`config.mk`:
```
export PLATFORM = sky130hd
export DESIGN_NAME = lru_key_value_cache_flat
export DESIGN_NICKNAME = d
export VERILOG_FILES = /design/src/sv/lkv_pkg.sv /design/src/sv/lkv_if.sv /design/src/sv/lru_key_value_cache.sv /design/src/sv/lkv_front.sv /design/src/sv/lkv_back.sv /design/src/flat_wrapper.sv
export SDC_FILE = /design/constraint.sdc
export NUM_CORES = 2
export LEC_CHECK = 0
export BUFFER_PORTS_ARGS = -buffer_cell sky130_fd_sc_hd__buf_4
export CAP_MARGIN = 10
export CORE_MARGIN = 10
export CORE_UTILIZATION = 45
export CTS_BUF_LIST = sky130_fd_sc_hd__clkbuf_8
export DETAILED_ROUTE_END_ITERATION = 10
export PLACE_DENSITY = 0.62
export SETUP_SLACK_MARGIN = 0.5
export SLEW_MARGIN = 20
export SYNTH_ARGS = -nofsm -noshare
export SYNTH_HDL_FRONTEND = slang
export SYNTH_SLANG_ARGS = --single-unit
```
`constraint.sdc`:
```
create_clock -name clock -period 9 [get_ports clock]
set_input_delay 0 -clock clock [delete_from_list [all_inputs] [get_ports clock]]
set_output_delay 0 -clock clock [all_outputs]
set_load 0.03 [all_outputs]
```
`src/sv/lkv_pkg.sv`:
```
// lkv_pkg: shared types and fixed field widths of the lru key-value cache
// depends on nothing; imported by the front, back and top modules
package lkv_pkg;

   localparam int OP_W   = 2;
   localparam int KEY_W  = 64;
   localparam int DATA_W = 64;
   localparam int LEN_W  = 4;
   localparam int CFG_W  = 5;

   localparam logic [CFG_W-1:0] CFG_RESET = 5'd16;

   typedef enum logic [OP_W-1:0] {
      OP_GET    = 2'd0,
      OP_SET    = 2'd1,
      OP_REMOVE = 2'd2,
      OP_NONE   = 2'd3
   } op_type;

endpackage

```
`src/sv/lkv_if.sv`:
```
// lkv_if: valid/ready channel interfaces for request and response words
// depends on nothing; widths match the fixed fields in lkv_pkg
interface lkv_req_if;
   logic        valid;
   logic        ready;
   logic [1:0]  op;
   logic [63:0] key;
   logic [63:0] write_data;
   logic [3:0]  data_len;

   modport source (output valid, op, key, write_data, data_len, input ready);
   modport sink   (input valid, op, key, write_data, data_len, output ready);
endinterface

interface lkv_rsp_if;
   logic        valid;
   logic        ready;
   logic        found;
   logic        evicted;
   logic [63:0] read_data;
   logic [3:0]  read_len;

   modport source (output valid, found, evicted, read_data, read_len, input ready);
   modport sink   (input valid, found, evicted, read_data, read_len, output ready);
endinterface

```
`src/sv/lru_key_value_cache.sv`:
```
// lru_key_value_cache: top level, max_entries register, front and back wiring
// depends on lkv_pkg, lkv_if, lkv_front and lkv_back
//
//   channel  dir  handshake            word
//   req      in   req.valid/req.ready  op, key, write_data, data_len
//   rsp      out  rsp.valid/rsp.ready  found, evicted, read_data, read_len
//   csr      in   csr_wr_en            csr_wr_data (max_entries)
//
// one request at a time in the back: a serial key scan through the entry
// memory, one entry a cycle, stops at the hit, then an exec step; a set
// adds a free-slot search. a two-word queue lets the front take words while
// the back is busy. reset is synchronous; it clears all entries and sets
// max_entries to 16.
module lru_key_value_cache #(
   parameter int ENTRIES       = 16,
   parameter int KEY_BITS      = 64,
   parameter int PAYLOAD_BYTES = 8
) (
   input  logic       clock,
   input  logic       reset,
   lkv_req_if.sink    req,
   lkv_rsp_if.source  rsp,
   input  logic       csr_wr_en,
   input  logic [4:0] csr_wr_data
);
   import lkv_pkg::*;

   logic [CFG_W-1:0] max_entries_ff;

   logic                       q_valid;
   logic                       q_ready;
   op_type                     q_op;
   logic [KEY_BITS-1:0]        q_key;
   logic [8*PAYLOAD_BYTES-1:0] q_data;
   logic [LEN_W-1:0]           q_len;

   always_ff @(posedge clock) begin
      if (reset) begin
         max_entries_ff <= CFG_RESET;
      end else if (csr_wr_en) begin
         max_entries_ff <= csr_wr_data;
      end
   end

   lkv_front #(
      .KEY_BITS      (KEY_BITS),
      .PAYLOAD_BYTES (PAYLOAD_BYTES)
   ) u_front (
      .clock   (clock),
      .reset   (reset),
      .req     (req),
      .q_valid (q_valid),
      .q_ready (q_ready),
      .q_op    (q_op),
      .q_key   (q_key),
      .q_data  (q_data),
      .q_len   (q_len)
   );

   lkv_back #(
      .ENTRIES       (ENTRIES),
      .KEY_BITS      (KEY_BITS),
      .PAYLOAD_BYTES (PAYLOAD_BYTES)
   ) u_back (
      .clock       (clock),
      .reset       (reset),
      .max_entries (max_entries_ff),
      .q_valid     (q_valid),
      .q_ready     (q_ready),
      .q_op        (q_op),
      .q_key       (q_key),
      .q_data      (q_data),
      .q_len       (q_len),
      .rsp         (rsp)
   );

`ifndef ASSERT_OFF
   a_queue_hold: assert property (@(posedge clock) disable iff (reset)
      q_valid && !q_ready |=> q_valid && $stable(q_key) && $stable(q_len))
      else $error("queued word changed while back was busy");

   a_cfg_write: assert property (@(posedge clock) disable iff (reset)
      csr_wr_en |=> max_entries_ff == $past(csr_wr_data))
      else $error("max_entries write lost");

   a_miss_empty: assert property (@(posedge clock) disable iff (reset)
      rsp.valid && !rsp.found |-> rsp.read_len == 4'd0 && rsp.read_data == 64'd0)
      else $error("miss returned data");

   a_evict_no_data: assert property (@(posedge clock) disable iff (reset)
      rsp.valid && rsp.evicted |-> rsp.read_len == 4'd0)
      else $error("evicting set returned data");
`endif

endmodule

```
`src/sv/lkv_front.sv`:
```
// lkv_front: accepts request words, decodes and normalizes them, queues them
// depends on lkv_pkg and lkv_req_if
module lkv_front #(
   parameter int KEY_BITS      = 64,
   parameter int PAYLOAD_BYTES = 8
) (
   input  logic                    clock,
   input  logic                    reset,
   lkv_req_if.sink                 req,
   output logic                    q_valid,
   input  logic                    q_ready,
   output lkv_pkg::op_type         q_op,
   output logic [KEY_BITS-1:0]     q_key,
   output logic [8*PAYLOAD_BYTES-1:0] q_data,
   output logic [3:0]              q_len
);
   import lkv_pkg::*;

   localparam int PW = 8 * PAYLOAD_BYTES;

   op_type              slot_op_ff   [2];
   logic [KEY_BITS-1:0] slot_key_ff  [2];
   logic [PW-1:0]       slot_data_ff [2];
   logic [LEN_W-1:0]    slot_len_ff  [2];

   logic       wr_ptr_ff, wr_ptr_in;
   logic       rd_ptr_ff, rd_ptr_in;
   logic [1:0] cnt_ff, cnt_in;

   logic [LEN_W-1:0] len_c;
   logic [PW-1:0]    data_c;
   logic             push, pop;

   always_comb begin
      len_c = (req.data_len > LEN_W'(PAYLOAD_BYTES)) ? LEN_W'(PAYLOAD_BYTES) : req.data_len;
      // bytes past the stored length are dropped here
      for (int b = 0; b < PAYLOAD_BYTES; b++) begin
         data_c[8*b +: 8] = (LEN_W'(b) < len_c) ? req.write_data[8*b +: 8] : 8'h00;
      end
   end

   assign req.ready = (cnt_ff != 2'd2);
   assign push      = req.valid && req.ready;
   assign q_valid   = (cnt_ff != 2'd0);
   assign pop       = q_valid && q_ready;

   assign q_op   = slot_op_ff[rd_ptr_ff];
   assign q_key  = slot_key_ff[rd_ptr_ff];
   assign q_data = slot_data_ff[rd_ptr_ff];
   assign q_len  = slot_len_ff[rd_ptr_ff];

   always_comb begin
      wr_ptr_in = wr_ptr_ff ^ push;
      rd_ptr_in = rd_ptr_ff ^ pop;
      cnt_in    = cnt_ff + {1'b0, push} - {1'b0, pop};
   end

   always_ff @(posedge clock) begin
      if (reset) begin
         wr_ptr_ff <= 1'b0;
         rd_ptr_ff <= 1'b0;
         cnt_ff    <= 2'd0;
      end else begin
         wr_ptr_ff <= wr_ptr_in;
         rd_ptr_ff <= rd_ptr_in;
         cnt_ff    <= cnt_in;
      end
   end

   always_ff @(posedge clock) begin
      if (push) begin
         slot_op_ff[wr_ptr_ff]   <= op_type'(req.op);
         slot_key_ff[wr_ptr_ff]  <= req.key[KEY_BITS-1:0];
         slot_data_ff[wr_ptr_ff] <= data_c;
         slot_len_ff[wr_ptr_ff]  <= len_c;
      end
   end

endmodule

```
`src/sv/lkv_back.sv`:
```
// lkv_back: executes queued requests against the entry store, drives responses
// depends on lkv_pkg and lkv_rsp_if; key/payload memory lives here
module lkv_back #(
   parameter int ENTRIES       = 16,
   parameter int KEY_BITS      = 64,
   parameter int PAYLOAD_BYTES = 8
) (
   input  logic                       clock,
   input  logic                       reset,
   input  logic [4:0]                 max_entries,
   input  logic                       q_valid,
   output logic                       q_ready,
   input  lkv_pkg::op_type            q_op,
   input  logic [KEY_BITS-1:0]        q_key,
   input  logic [8*PAYLOAD_BYTES-1:0] q_data,
   input  logic [3:0]                 q_len,
   lkv_rsp_if.source                  rsp
);
   import lkv_pkg::*;

   localparam int PW = 8 * PAYLOAD_BYTES;
   localparam int IW = $clog2(ENTRIES);
   localparam int CW = $clog2(ENTRIES + 1);
   localparam int MW = KEY_BITS + PW + LEN_W;
   localparam logic [IW-1:0] LAST = IW'(ENTRIES - 1);

   typedef enum logic [4:0] {
      ST_IDLE = 5'b00001,
      ST_SCAN = 5'b00010,
      ST_EXEC = 5'b00100,
      ST_FREE = 5'b01000,
      ST_DONE = 5'b10000
   } state_type;

   state_type st_ff, st_in;

   op_type              op_ff, op_in;
   logic [KEY_BITS-1:0] key_ff, key_in;
   logic [PW-1:0]       data_ff, data_in;
   logic [LEN_W-1:0]    len_ff, len_in;

   logic [IW-1:0] addr_ff, addr_in;
   logic          issue_ff, issue_in;
   logic          pend_ff, pend_in;
   logic [IW-1:0] rd_idx_ff, rd_idx_in;

   logic [MW-1:0] mem [ENTRIES];
   logic [MW-1:0] rword_ff;
   logic          mem_we;

   logic             hit_ff, hit_in;
   logic [IW-1:0]    hit_idx_ff, hit_idx_in;
   logic [PW-1:0]    hit_data_ff, hit_data_in;
   logic [LEN_W-1:0] hit_len_ff, hit_len_in;

   logic [ENTRIES-1:0] valid_ff, valid_in;
   logic [IW-1:0]      age_ff [ENTRIES];
   logic [IW-1:0]      age_in [ENTRIES];
   logic [CW-1:0]      cnt_ff, cnt_in;

   logic             res_found_ff, res_found_in;
   logic             res_evict_ff, res_evict_in;
   logic [PW-1:0]    res_data_ff, res_data_in;
   logic [LEN_W-1:0] res_len_ff, res_len_in;

   logic             out_valid_ff, out_valid_in;
   logic             out_found_ff, out_found_in;
   logic             out_evict_ff, out_evict_in;
   logic [63:0]      out_data_ff, out_data_in;
   logic [LEN_W-1:0] out_len_ff, out_len_in;

   // per-entry views used by exec
   logic [CW-1:0]      lim;
   logic [IW-1:0]      hit_age;
   logic [IW-1:0]      t_age [ENTRIES];
   logic [IW-1:0]      d_age [ENTRIES];
   logic [ENTRIES-1:0] d_valid, e_valid;
   logic [CW-1:0]      d_cnt;
   logic               need_evict;
   logic               key_match;
   logic [LEN_W-1:0]   n_len;

   always_comb begin
      if (max_entries == 5'd0) begin
         lim = CW'(1);
      end else if (32'(max_entries) > ENTRIES) begin
         lim = CW'(ENTRIES);
      end else begin
         lim = CW'(max_entries);
      end
   end

   assign key_match = valid_ff[rd_idx_ff] && (rword_ff[MW-1 -: KEY_BITS] == key_ff);
   assign hit_age   = age_ff[hit_idx_ff];
   assign n_len     = (hit_len_ff < len_ff) ? hit_len_ff : len_ff;

   always_comb begin
      d_cnt      = cnt_ff - CW'(hit_ff);
      need_evict = (d_cnt >= lim);
      for (int i = 0; i < ENTRIES; i++) begin
         t_age[i] = (valid_ff[i] && age_ff[i] < hit_age) ? age_ff[i] + 1'b1 : age_ff[i];
         d_age[i] = (valid_ff[i] && age_ff[i] > hit_age && hit_ff) ?
                    age_ff[i] - 1'b1 : age_ff[i];
         d_valid[i] = valid_ff[i] && !(hit_ff && IW'(i) == hit_idx_ff);
         // ranks are dense, so the least recent ones are those at or past lim-1
         e_valid[i] = d_valid[i] && !(need_evict && CW'(d_age[i]) >= lim - 1'b1);
      end
      t_age[hit_idx_ff] = '0;
   end

   always_comb begin
      st_in        = st_ff;
      op_in        = op_ff;
      key_in       = key_ff;
      data_in      = data_ff;
      len_in       = len_ff;
      addr_in      = addr_ff;
      issue_in     = issue_ff;
      pend_in      = pend_ff;
      rd_idx_in    = rd_idx_ff;
      hit_in       = hit_ff;
      hit_idx_in   = hit_idx_ff;
      hit_data_in  = hit_data_ff;
      hit_len_in   = hit_len_ff;
      valid_in     = valid_ff;
      age_in       = age_ff;
      cnt_in       = cnt_ff;
      res_found_in = res_found_ff;
      res_evict_in = res_evict_ff;
      res_data_in  = res_data_ff;
      res_len_in   = res_len_ff;
      out_valid_in = out_valid_ff;
      out_found_in = out_found_ff;
      out_evict_in = out_evict_ff;
      out_data_in  = out_data_ff;
      out_len_in   = out_len_ff;
      mem_we       = 1'b0;
      q_ready      = 1'b0;

      if (out_valid_ff && rsp.ready) begin
         out_valid_in = 1'b0;
      end

      case (st_ff)
         ST_IDLE: begin
            q_ready = 1'b1;
            if (q_valid) begin
               op_in    = q_op;
               key_in   = q_key;
               data_in  = q_data;
               len_in   = q_len;
               addr_in  = '0;
               issue_in = 1'b1;
               pend_in  = 1'b0;
               hit_in   = 1'b0;
               st_in    = ST_SCAN;
            end
         end
         ST_SCAN: begin
            pend_in   = issue_ff;
            rd_idx_in = addr_ff;
            if (issue_ff) begin
               addr_in  = addr_ff + 1'b1;
               issue_in = (addr_ff != LAST);
            end
            if (pend_ff) begin
               if (key_match) begin
                  hit_in      = 1'b1;
                  hit_idx_in  = rd_idx_ff;
                  hit_data_in = rword_ff[LEN_W +: PW];
                  hit_len_in  = rword_ff[LEN_W-1:0];
                  issue_in    = 1'b0;
                  pend_in     = 1'b0;
                  st_in       = ST_EXEC;
               end else if (rd_idx_ff == LAST) begin
                  st_in = ST_EXEC;
               end
            end
         end
         ST_EXEC: begin
            res_found_in = hit_ff;
            res_evict_in = 1'b0;
            res_data_in  = '0;
            res_len_in   = '0;
            st_in        = ST_DONE;
            case (op_ff)
               OP_GET: begin
                  if (hit_ff) begin
                     res_len_in = n_len;
                     for (int b = 0; b < PAYLOAD_BYTES; b++) begin
                        res_data_in[8*b +: 8] = (LEN_W'(b) < n_len) ?
                                                hit_data_ff[8*b +: 8] : 8'h00;
                     end
                     age_in = t_age;
                  end
               end
               OP_SET: begin
                  age_in       = d_age;
                  valid_in     = e_valid;
                  cnt_in       = need_evict ? lim - 1'b1 : d_cnt;
                  res_evict_in = need_evict;
                  addr_in      = '0;
                  st_in        = ST_FREE;
               end
               OP_REMOVE: begin
                  age_in   = d_age;
                  valid_in = d_valid;
                  cnt_in   = d_cnt;
               end
               default: begin
               end
            endcase
         end
         ST_FREE: begin
            if (!valid_ff[addr_ff]) begin
               for (int i = 0; i < ENTRIES; i++) begin
                  if (valid_ff[i]) begin
                     age_in[i] = age_ff[i] + 1'b1;
                  end
               end
               age_in[addr_ff]   = '0;
               valid_in[addr_ff] = 1'b1;
               cnt_in            = cnt_ff + 1'b1;
               mem_we            = 1'b1;
               st_in             = ST_DONE;
            end else begin
               addr_in = addr_ff + 1'b1;
            end
         end
         ST_DONE: begin
            if (!out_valid_ff || rsp.ready) begin
               out_valid_in = 1'b1;
               out_found_in = res_found_ff;
               out_evict_in = res_evict_ff;
               out_data_in  = 64'(res_data_ff);
               out_len_in   = res_len_ff;
               st_in        = ST_IDLE;
            end
         end
         default: begin
            st_in = ST_IDLE;
         end
      endcase
   end

   always_ff @(posedge clock) begin
      if (reset) begin
         st_ff        <= ST_IDLE;
         issue_ff     <= 1'b0;
         pend_ff      <= 1'b0;
         hit_ff       <= 1'b0;
         valid_ff     <= '0;
         cnt_ff       <= '0;
         out_valid_ff <= 1'b0;
         for (int i = 0; i < ENTRIES; i++) begin
            age_ff[i] <= '0;
         end
      end else begin
         st_ff        <= st_in;
         issue_ff     <= issue_in;
         pend_ff      <= pend_in;
         hit_ff       <= hit_in;
         valid_ff     <= valid_in;
         cnt_ff       <= cnt_in;
         out_valid_ff <= out_valid_in;
         age_ff       <= age_in;
      end
   end

   always_ff @(posedge clock) begin
      op_ff        <= op_in;
      key_ff       <= key_in;
      data_ff      <= data_in;
      len_ff       <= len_in;
      addr_ff      <= addr_in;
      rd_idx_ff    <= rd_idx_in;
      hit_idx_ff   <= hit_idx_in;
      hit_data_ff  <= hit_data_in;
      hit_len_ff   <= hit_len_in;
      res_found_ff <= res_found_in;
      res_evict_ff <= res_evict_in;
      res_data_ff  <= res_data_in;
      res_len_ff   <= res_len_in;
      out_found_ff <= out_found_in;
      out_evict_ff <= out_evict_in;
      out_data_ff  <= out_data_in;
      out_len_ff   <= out_len_in;
   end

   always_ff @(posedge clock) begin
      if (mem_we) begin
         mem[addr_ff] <= {key_ff, data_ff, len_ff};
      end
      rword_ff <= mem[addr_ff];
   end

   assign rsp.valid     = out_valid_ff;
   assign rsp.found     = out_found_ff;
   assign rsp.evicted   = out_evict_ff;
   assign rsp.read_data = out_data_ff;
   assign rsp.read_len  = out_len_ff;

endmodule
```
`src/flat_wrapper.sv`:
```
// flat-port wrapper written by rule: the top's interface ports become plain ports
module lru_key_value_cache_flat import lkv_pkg::*;
#(
   parameter int ENTRIES       = 16,
   parameter int KEY_BITS      = 64,
   parameter int PAYLOAD_BYTES = 8
)
  (clock, reset, csr_wr_en, csr_wr_data, req_valid, req_op, req_key, req_write_data, req_data_len, req_ready, rsp_valid, rsp_found, rsp_evicted, rsp_read_data, rsp_read_len, rsp_ready);
  lkv_req_if req_i ();
  lkv_rsp_if rsp_i ();
  input  logic clock;
  input  logic reset;
  input  logic csr_wr_en;
  input  logic [4:0] csr_wr_data;
  input wire logic [$bits(req_i.valid)-1:0] req_valid;
  input wire logic [$bits(req_i.op)-1:0] req_op;
  input wire logic [$bits(req_i.key)-1:0] req_key;
  input wire logic [$bits(req_i.write_data)-1:0] req_write_data;
  input wire logic [$bits(req_i.data_len)-1:0] req_data_len;
  output wire logic [$bits(req_i.ready)-1:0] req_ready;
  output wire logic [$bits(rsp_i.valid)-1:0] rsp_valid;
  output wire logic [$bits(rsp_i.found)-1:0] rsp_found;
  output wire logic [$bits(rsp_i.evicted)-1:0] rsp_evicted;
  output wire logic [$bits(rsp_i.read_data)-1:0] rsp_read_data;
  output wire logic [$bits(rsp_i.read_len)-1:0] rsp_read_len;
  input wire logic [$bits(rsp_i.ready)-1:0] rsp_ready;
  assign req_i.valid = req_valid;
  assign req_i.op = req_op;
  assign req_i.key = req_key;
  assign req_i.write_data = req_write_data;
  assign req_i.data_len = req_data_len;
  assign req_ready = req_i.ready;
  assign rsp_valid = rsp_i.valid;
  assign rsp_found = rsp_i.found;
  assign rsp_evicted = rsp_i.evicted;
  assign rsp_read_data = rsp_i.read_data;
  assign rsp_read_len = rsp_i.read_len;
  assign rsp_i.ready = rsp_ready;
  lru_key_value_cache #(.ENTRIES(ENTRIES), .KEY_BITS(KEY_BITS), .PAYLOAD_BYTES(PAYLOAD_BYTES)) u_core (.clock(clock), .reset(reset), .req(req_i), .rsp(rsp_i), .csr_wr_en(csr_wr_en), .csr_wr_data(csr_wr_data));
endmodule
```
Word level (Yosys, flattened, before mapping) --
Memory sizes are Yosys's and may differ from the RTL's. A register that Yosys moved wholly into a read port is not among the register bits. Cells that the tools add are included.
Storage, ports and cells: output and inout port bits 72, memories 5, bits in registers 323, logic and storage cells 542, memory bits (writable) 2380, input port bits 144
Operators by class: reduce and logical (&&, ||, !) cells 179, equality and inequality tests 38, $add $sub $neg 38, mux-type cells 151, magnitude comparators 75, bitwise logic cells 9
Memories:
- u_core.u_back.mem | words 16, bits a word 132, read ports 1, clocked after memory_dff 1, wr ports 1, line lkv_back.sv:47 | logic [MW-1:0] mem [ENTRIES];
- u_core.u_front.slot_data_ff | words 2, bits a word 64, read ports 1, clocked after memory_dff 1, wr ports 1, line lkv_front.sv:23 | logic [PW-1:0] slot_data_ff [2];
- u_core.u_front.slot_key_ff | words 2, bits a word 64, read ports 1, clocked after memory_dff 1, wr ports 1, line lkv_front.sv:22 | logic [KEY_BITS-1:0] slot_key_ff [2];
- u_core.u_front.slot_len_ff | words 2, bits a word 4, read ports 1, clocked after memory_dff 1, wr ports 1, line lkv_front.sv:24 | logic [LEN_W-1:0] slot_len_ff [2];
- u_core.u_front.slot_op_ff | words 2, bits a word 2, read ports 1, clocked after memory_dff 1, wr ports 1, line lkv_front.sv:21 | op_type slot_op_ff [2];
Operators by type and width (number):
- $mux 4 | 90
- $pmux 64 s2 | 2
- $and 64x64->64 | 2
- $mux 64 | 2
- $not 64->64 | 2
- $logic_and 1x1->1 | 119
- $ge 4x5->1 | 16
- $add 4x1->4 const B | 17
- $lt 4x4->1 | 17
- $eq 64x64->1 | 1
- $gt 4x4->1 | 16
- $mux 8 | 8
- $pmux 16 s2 | 2
- $sub 4x1->4 const B | 16
- $mux 5 | 11
- $logic_not 1->1 | 33
- $demux 4 s4 | 2
- $eq 4x4->1 const A | 8
- $lt 3x4->1 const A | 8
- $reduce_and 3->1 | 10
- $pmux 5 s5 | 1
- $mux 1 | 22
- $pmux 5 s2 | 2
- $bmux 4 s4 | 1
- other kinds (48) | 82

Longest topological paths before layout --
word-level depth 14, mapped depth 18

Cells and area by module --
From an unflattened synthesis, not the netlist that was laid out.
Second synthesis, totals: cell total of the unflattened synthesis 5872, area, all modules 116980.9 sq um
By module, submodules not included:
- lkv_back | cells an instance 5339, instances 1, area an instance 106395.8 sq um, sequential area each 78575.4 sq um
- lkv_front | cells an instance 517, instances 1, area an instance 10401.2 sq um, sequential area each 8127.8 sq um
- lru_key_value_cache | cells an instance 16, instances 1, area an instance 183.9 sq um, sequential area each 100.1 sq um

Worst setup path after synthesis --
OpenSTA, ideal clock, no wires.
path type register to register, from register u_core.u_back.key_ff[0], read port of u_core.u_front.slot_key_ff, to register u_core.u_back.hit_data_ff[0] (enable), required time 8320 ps, slack 166 ps, arrival time 8154 ps, library setup time 680 ps, path buffers 0, cell stages (with the launch flop) 6, path through edfxtp_1 xnor2_1 nand4_1 nor4_1 nand4_1 nor4_1
Between the ends: word-level cells in the longest chain between the ends 3
RTL lines:
- from (decl) | line lkv_back.sv:38 | logic [KEY_BITS-1:0] key_ff, key_in;
- $eq 64x64->1 | line lkv_back.sv:93 | assign key_match = valid_ff[rd_idx_ff] && (rword_ff[MW-1 -: KEY_BITS] == key_ff);
- $logic_and 1x1->1 | line lkv_back.sv:93
- $reduce_and 3->1 (no line)
- to (signal assigned) | line lkv_back.sv:278 | hit_data_ff <= hit_data_in;
- to (decl) | line lkv_back.sv:53 | logic [PW-1:0] hit_data_ff, hit_data_in;
Every way passes these cells. A chain may end at the register's enable or synchronous reset.

Final worst setup path --
from register u_core.u_back.hit_idx_ff[0], to register u_core.u_back.valid_ff[1]
Between the ends: word-level cells in the longest chain between the ends 14, elaborated cells between the ends (all ways) 18
RTL lines:
- from (decl) | line lkv_back.sv:52 | logic [IW-1:0] hit_idx_ff, hit_idx_in;
- from (signal assigned) | line lkv_back.sv:277 | hit_idx_ff <= hit_idx_in;
- $not 4->5 (not written as such) | line lkv_back.sv:94 | assign hit_age = age_ff[hit_idx_ff];
- $bmux 4 s4 | line lkv_back.sv:94
- $mux 4 (not written as such) (2 in series) | line lkv_back.sv:94
- $gt 4x4->1 | line lkv_back.sv:102 | d_age[i] = (valid_ff[i] && age_ff[i] > hit_age && hit_ff) ?
- $logic_and 1x1->1 (2 in series) | line lkv_back.sv:102
- $mux 4 | line lkv_back.sv:102
- $ge 4x5->1 | line lkv_back.sv:106 | e_valid[i] = d_valid[i] && !(need_evict && CW'(d_age[i]) >= lim - 1'b1);
- $logic_and 1x1->1 | line lkv_back.sv:106
- $logic_not 1->1 | line lkv_back.sv:106
- $logic_and 1x1->1 | line lkv_back.sv:106
- $pmux 16 s2 * | line lkv_back.sv:186 | case (op_ff)
- $pmux 16 s2 * | line lkv_back.sv:144 | case (st_ff)
- to (signal assigned) | line lkv_back.sv:263 | valid_ff <= valid_in;
- to (decl) | line lkv_back.sv:56 | logic [ENTRIES-1:0] valid_ff, valid_in;
Mark *: on every way between the ends. The rest lies on a longest branch, timed or not. The select of a mux whose other input is x is not followed.

==> flow_summary_export.csv <==
group,metric,value,unit
synth,syn_area_per_cell,19.9,sq um
timing,min_period_over_period,0.606,
min_path,hold-path-cell-count,3,
min_path,worstHoldPathType,"primary input to register",
timing,report.final.setup_viol,0,
worst_setup_path,cpMaxStageDelayCell,"inv_1",
clock_tree,clk_pin_slew,0.07,ns
worst_setup_path,required,9.98,ns
pwr,power.density,275,nW/um^2
finish,synthToLayoutAreaGrowth,15.4,%
synth,synthCells,5890,
drt,dr.first_iter.drc_count,6583,
placed_design,dp_hpwl,149000,um
placed_design,postPlaceCellArea,123000,sq um
drt,wire_per_inst,27.8,um
worst_setup_path,crit_end,"u_core.u_back.valid_ff[1]",
synth,yosys-top-cells-area,"edfxtp_1 (70%), mux4_2 (13%), dfxtp_1 (4.0%)",
synth,synth.most_common_cell,"edfxtp_1",
global_routing,grt_pass1_wl,428000,um
placed_design,place.gp.congestion,0.863,
pwr,ir_drop,0.000265,V
synth,synth_top_family_by_area,"multiplexers",
timing,maxSlewHeadroom,0.224,
finish,fill_cells,20300,
pwr,switchingPower,10500,uW
worst_setup_path,cp_slowest_stage_delay,0.78,ns
synth,synth_warnings,0,
clock_tree,clockRootBuffer,"clkbuf_8",
synth,synth.top_cell.area_share,0.701,
finish,final_core_utilization,0.521,
pwr,p_leak,0.0441,uW
finish,nets,7026,
worst_setup_path,critPathLaunch,"u_core.u_back.hit_idx_ff[0]",
drt,drt.antenna.violating_nets,0,
clock_tree,tritoncts,"built",
synth,muxShareOfSynthArea,0.147,
pwr,finalPower,37200,uW
drt,dr.pass1.iters,6,
pwr,p_int,26700,uW
finish,final_area,135000,sq um
synth,synth_area,117000,sq um
worst_setup_path,path_cells,"buf_4 > mux4_2 > mux4_2 > inv_1 > ha_1 > nand4_1 > and3_1 > a21boi_0 > xnor2_1 > ha_1 > nand2b_1 > a21oi_1 > o21ai_0 > nand3_1 > o311ai_0 > a211oi_1",
synth,synthDistinctLibCells,83,
clock_tree,cts_buffers,469,
die,die_w,530,um
drt,routed_via_density,5.83,
global_routing,antenna_found_initial,6,
clock_tree,post-cts-setup-buffer-count,0,
worst_setup_path,reg2reg_slack,3.54,ns
timing,fmax,183,MHz
synth,ys.flop_type,"edfxtp_1",
timing,rsz0062_at_grt,"no",
global_routing,grt_pass1_vias,63500,
clock_tree,cts_max_level,5,
worst_setup_path,endpoint_kind,"register",
drt,dr_total_vias,61100,
timing,slew_viol_final,0,
synth,synth_xor_area_frac,0.0105,
die,dieArea,281000,sq um
synth,synth.largest_area_cell,"edfxtp_1",
clock_tree,clock_latency,1.07,ns
pwr,power.share.clock,0.291,
synth,ys_seq_elements,2969,
drt,drc,0,
synth,yosys.area_share.simple,0.0343,
synth,syn-num-nets,6219,
timing,fin_worst_skew,0.136,ns
drt,wirelength,292000,um
worst_setup_path,arrival,6.44,ns
die,die_h,530,um
synth,synthArstFlopShare,0,
worst_setup_path,r2r_cells,16,
timing,worst_pin_slew,1.16,ns
pwr,switching_share,0.282,
pwr,power_frac_comb,0.205,
flow_run,drv_cap,0,
global_routing,grt.total_usage,0.204,
die,pin_count,216,
timing,layout_min_cycle_time,5.46,ns
die,start_util,0.452,
timing,hold_viol,0,
die,rows,187,
worst_setup_path,reg2reg_to,"u_core.u_back.valid_ff[1]",
clock_tree,clk_path_buf_depth,4,
synth,synth_fa_ha_area_frac,0.0198,
timing,hold_ws,0.0855,ns
clock_tree,cts.sinks,2969,
synth,synth-seq-area-share,0.741,
placed_design,port_buffers,215,
run_status,status,"finished, final reports clean",
synth,synth-edff-count,2734,
worst_setup_path,critical_path_class,"register to register",
worst_setup_path,reg2reg_from,"u_core.u_back.hit_idx_ff[0]",
pwr,seq_power_share,0.504,
synth,synth_common_cells,"edfxtp_1 (2734), mux4_2 (686), dfxtp_1 (235)",
global_routing,grt_overflow,0,
timing,tns,0,ns
die,coreArea,259000,sq um
worst_setup_path,critPathLaunchType,"register",
synth,synth_compound_area_frac,0.0348,
global_routing,grt_max_degree,145,
finish,layout-drive-gt1-share,0.256,
worst_setup_path,worstPathMaxFanout,24,
-- metal layers --
metal / share of wire / track usage / vias up
met5: 0.00014 / 0 / -
met3: 0.071 / 0.0375 / 521
met1: 0.43 / 0.289 / 32100
li1: - / - / 26000
met2: 0.48 / 0.328 / 2487
met4: 0.023 / 0.0525 / 2
-- layout by cell type (no fill, tap or decap), types with 20 or more instances in the layout --
master         instances
clkinv_1              52
o211ai_1              33
clkinv_2              43
nor2_1               107
dlygate4sd3_1        299
nand4_1               52
inv_1                287
xnor2_1              128
and2_1                30
nand2b_1              37
a21oi_1              160
nand2_1              162
mux4_2               686
mux2_2               138
clkbuf_8             536
o21ai_0               97
dfxtp_1              234
and3_1                38
edfxtp_1            2734
a31oi_1               36
o31ai_1               31
buf_4                307
nand3_1               76
a211oi_1              37
nor3_1                47
ha_1                 182
or3_1                 20
nor2b_1              116
-- power groups by stage --
stage	combinational (uW)	sequential (uW)	clock [uW]
after floorplan	5470	18500	0
after global placement	7570	18900	0
after detailed placement	7590	19000	0
after CTS	7720	18700	11100
after global routing	8110	18900	11700
final	7610	18700	10800
-- logic make-up after synthesis --
group | Yosys count
xor+xnor | 141
mux | 842
fa+ha+maj | 185
buf+inv | 377
flops | 2969
simple gates | 769
compound gates | 607
-- flip-flops by register name, summed over array words and instances (netlist names), 5 cells and up --
register,cells
u_core.max_entries_ff,5
u_core.u_front.slot_data_ff,128
u_core.u_back.valid_ff,16
u_core.u_back.rword_ff,132
u_core.u_back.st_ff,5
u_core.u_back.res_data_ff,64
u_core.u_back.mem,2112
u_core.u_front.slot_len_ff,8
u_core.u_back.data_ff,64
u_core.u_front.slot_key_ff,128
u_core.u_back.key_ff,64
u_core.u_back.cnt_ff,5
u_core.u_back.hit_data_ff,64
u_core.u_back.rsp.read_data,64
u_core.u_back.age_ff,64
-- how the worst min path moves through the flow --
stage                                  from                                end  slack (ns)
after floorplan                  req_key[0]   u_core.u_front.slot_key_ff[0][0]         0.1
after global placement          req_key[20]  u_core.u_front.slot_key_ff[0][20]        0.18
after detailed placement        req_key[20]  u_core.u_front.slot_key_ff[0][20]        0.19
after CTS                 req_write_data[0]  u_core.u_front.slot_data_ff[0][0]       0.006
after global routing      req_write_data[0]  u_core.u_front.slot_data_ff[1][0]        0.02
final                     req_write_data[0]  u_core.u_front.slot_data_ff[0][0]        0.09
-- critical path: cells and delay by family, from the launching register on --
kind                       cells  cell delay (ns)
and+or+nand+nor                4             0.56
buffers and inverters          2             1.18
DFF                            1             0.52
xor gates and xnor gates       1             0.14
muxes                          2             1.01
AOI/OAI and AO/OA              5             1.23
adders and majority gates      2             0.71
-- metrics by stage --
stage,std cells,setup slack (ns)
2_1_floorplan,5890,0.918
3_3_place_gp,9328,3.62
3_5_place_dp,9328,3.57
4_1_cts,10500,3.57
5_1_grt,10500,3.30
6_report,10500,3.54
-- repair_timing --
| action | 4_1_cts | 5_1_grt |
|---|---|---|
| hold buffers | 299 | 0 |
| hold endpoints to repair | 381 | 0 |
| resized for setup | 0 | 0 |
-- cell type report --
cell class | instances | area (sq um) | area share
multi-input combinational | 2544 | 29100 | 0.215
clock inverter | 326 | 1580 | 0.0117
tap | 3402 | 4260 | 0.0315
antenna | 4 | 10.0 | 0.0000741
clock buffer | 536 | 7380 | 0.0546
timing repair buffer | 627 | 5720 | 0.0423
inverter | 86 | 325 | 0.00241
sequential | 2969 | 86800 | 0.642
Power figures use the tool's default switching activity.
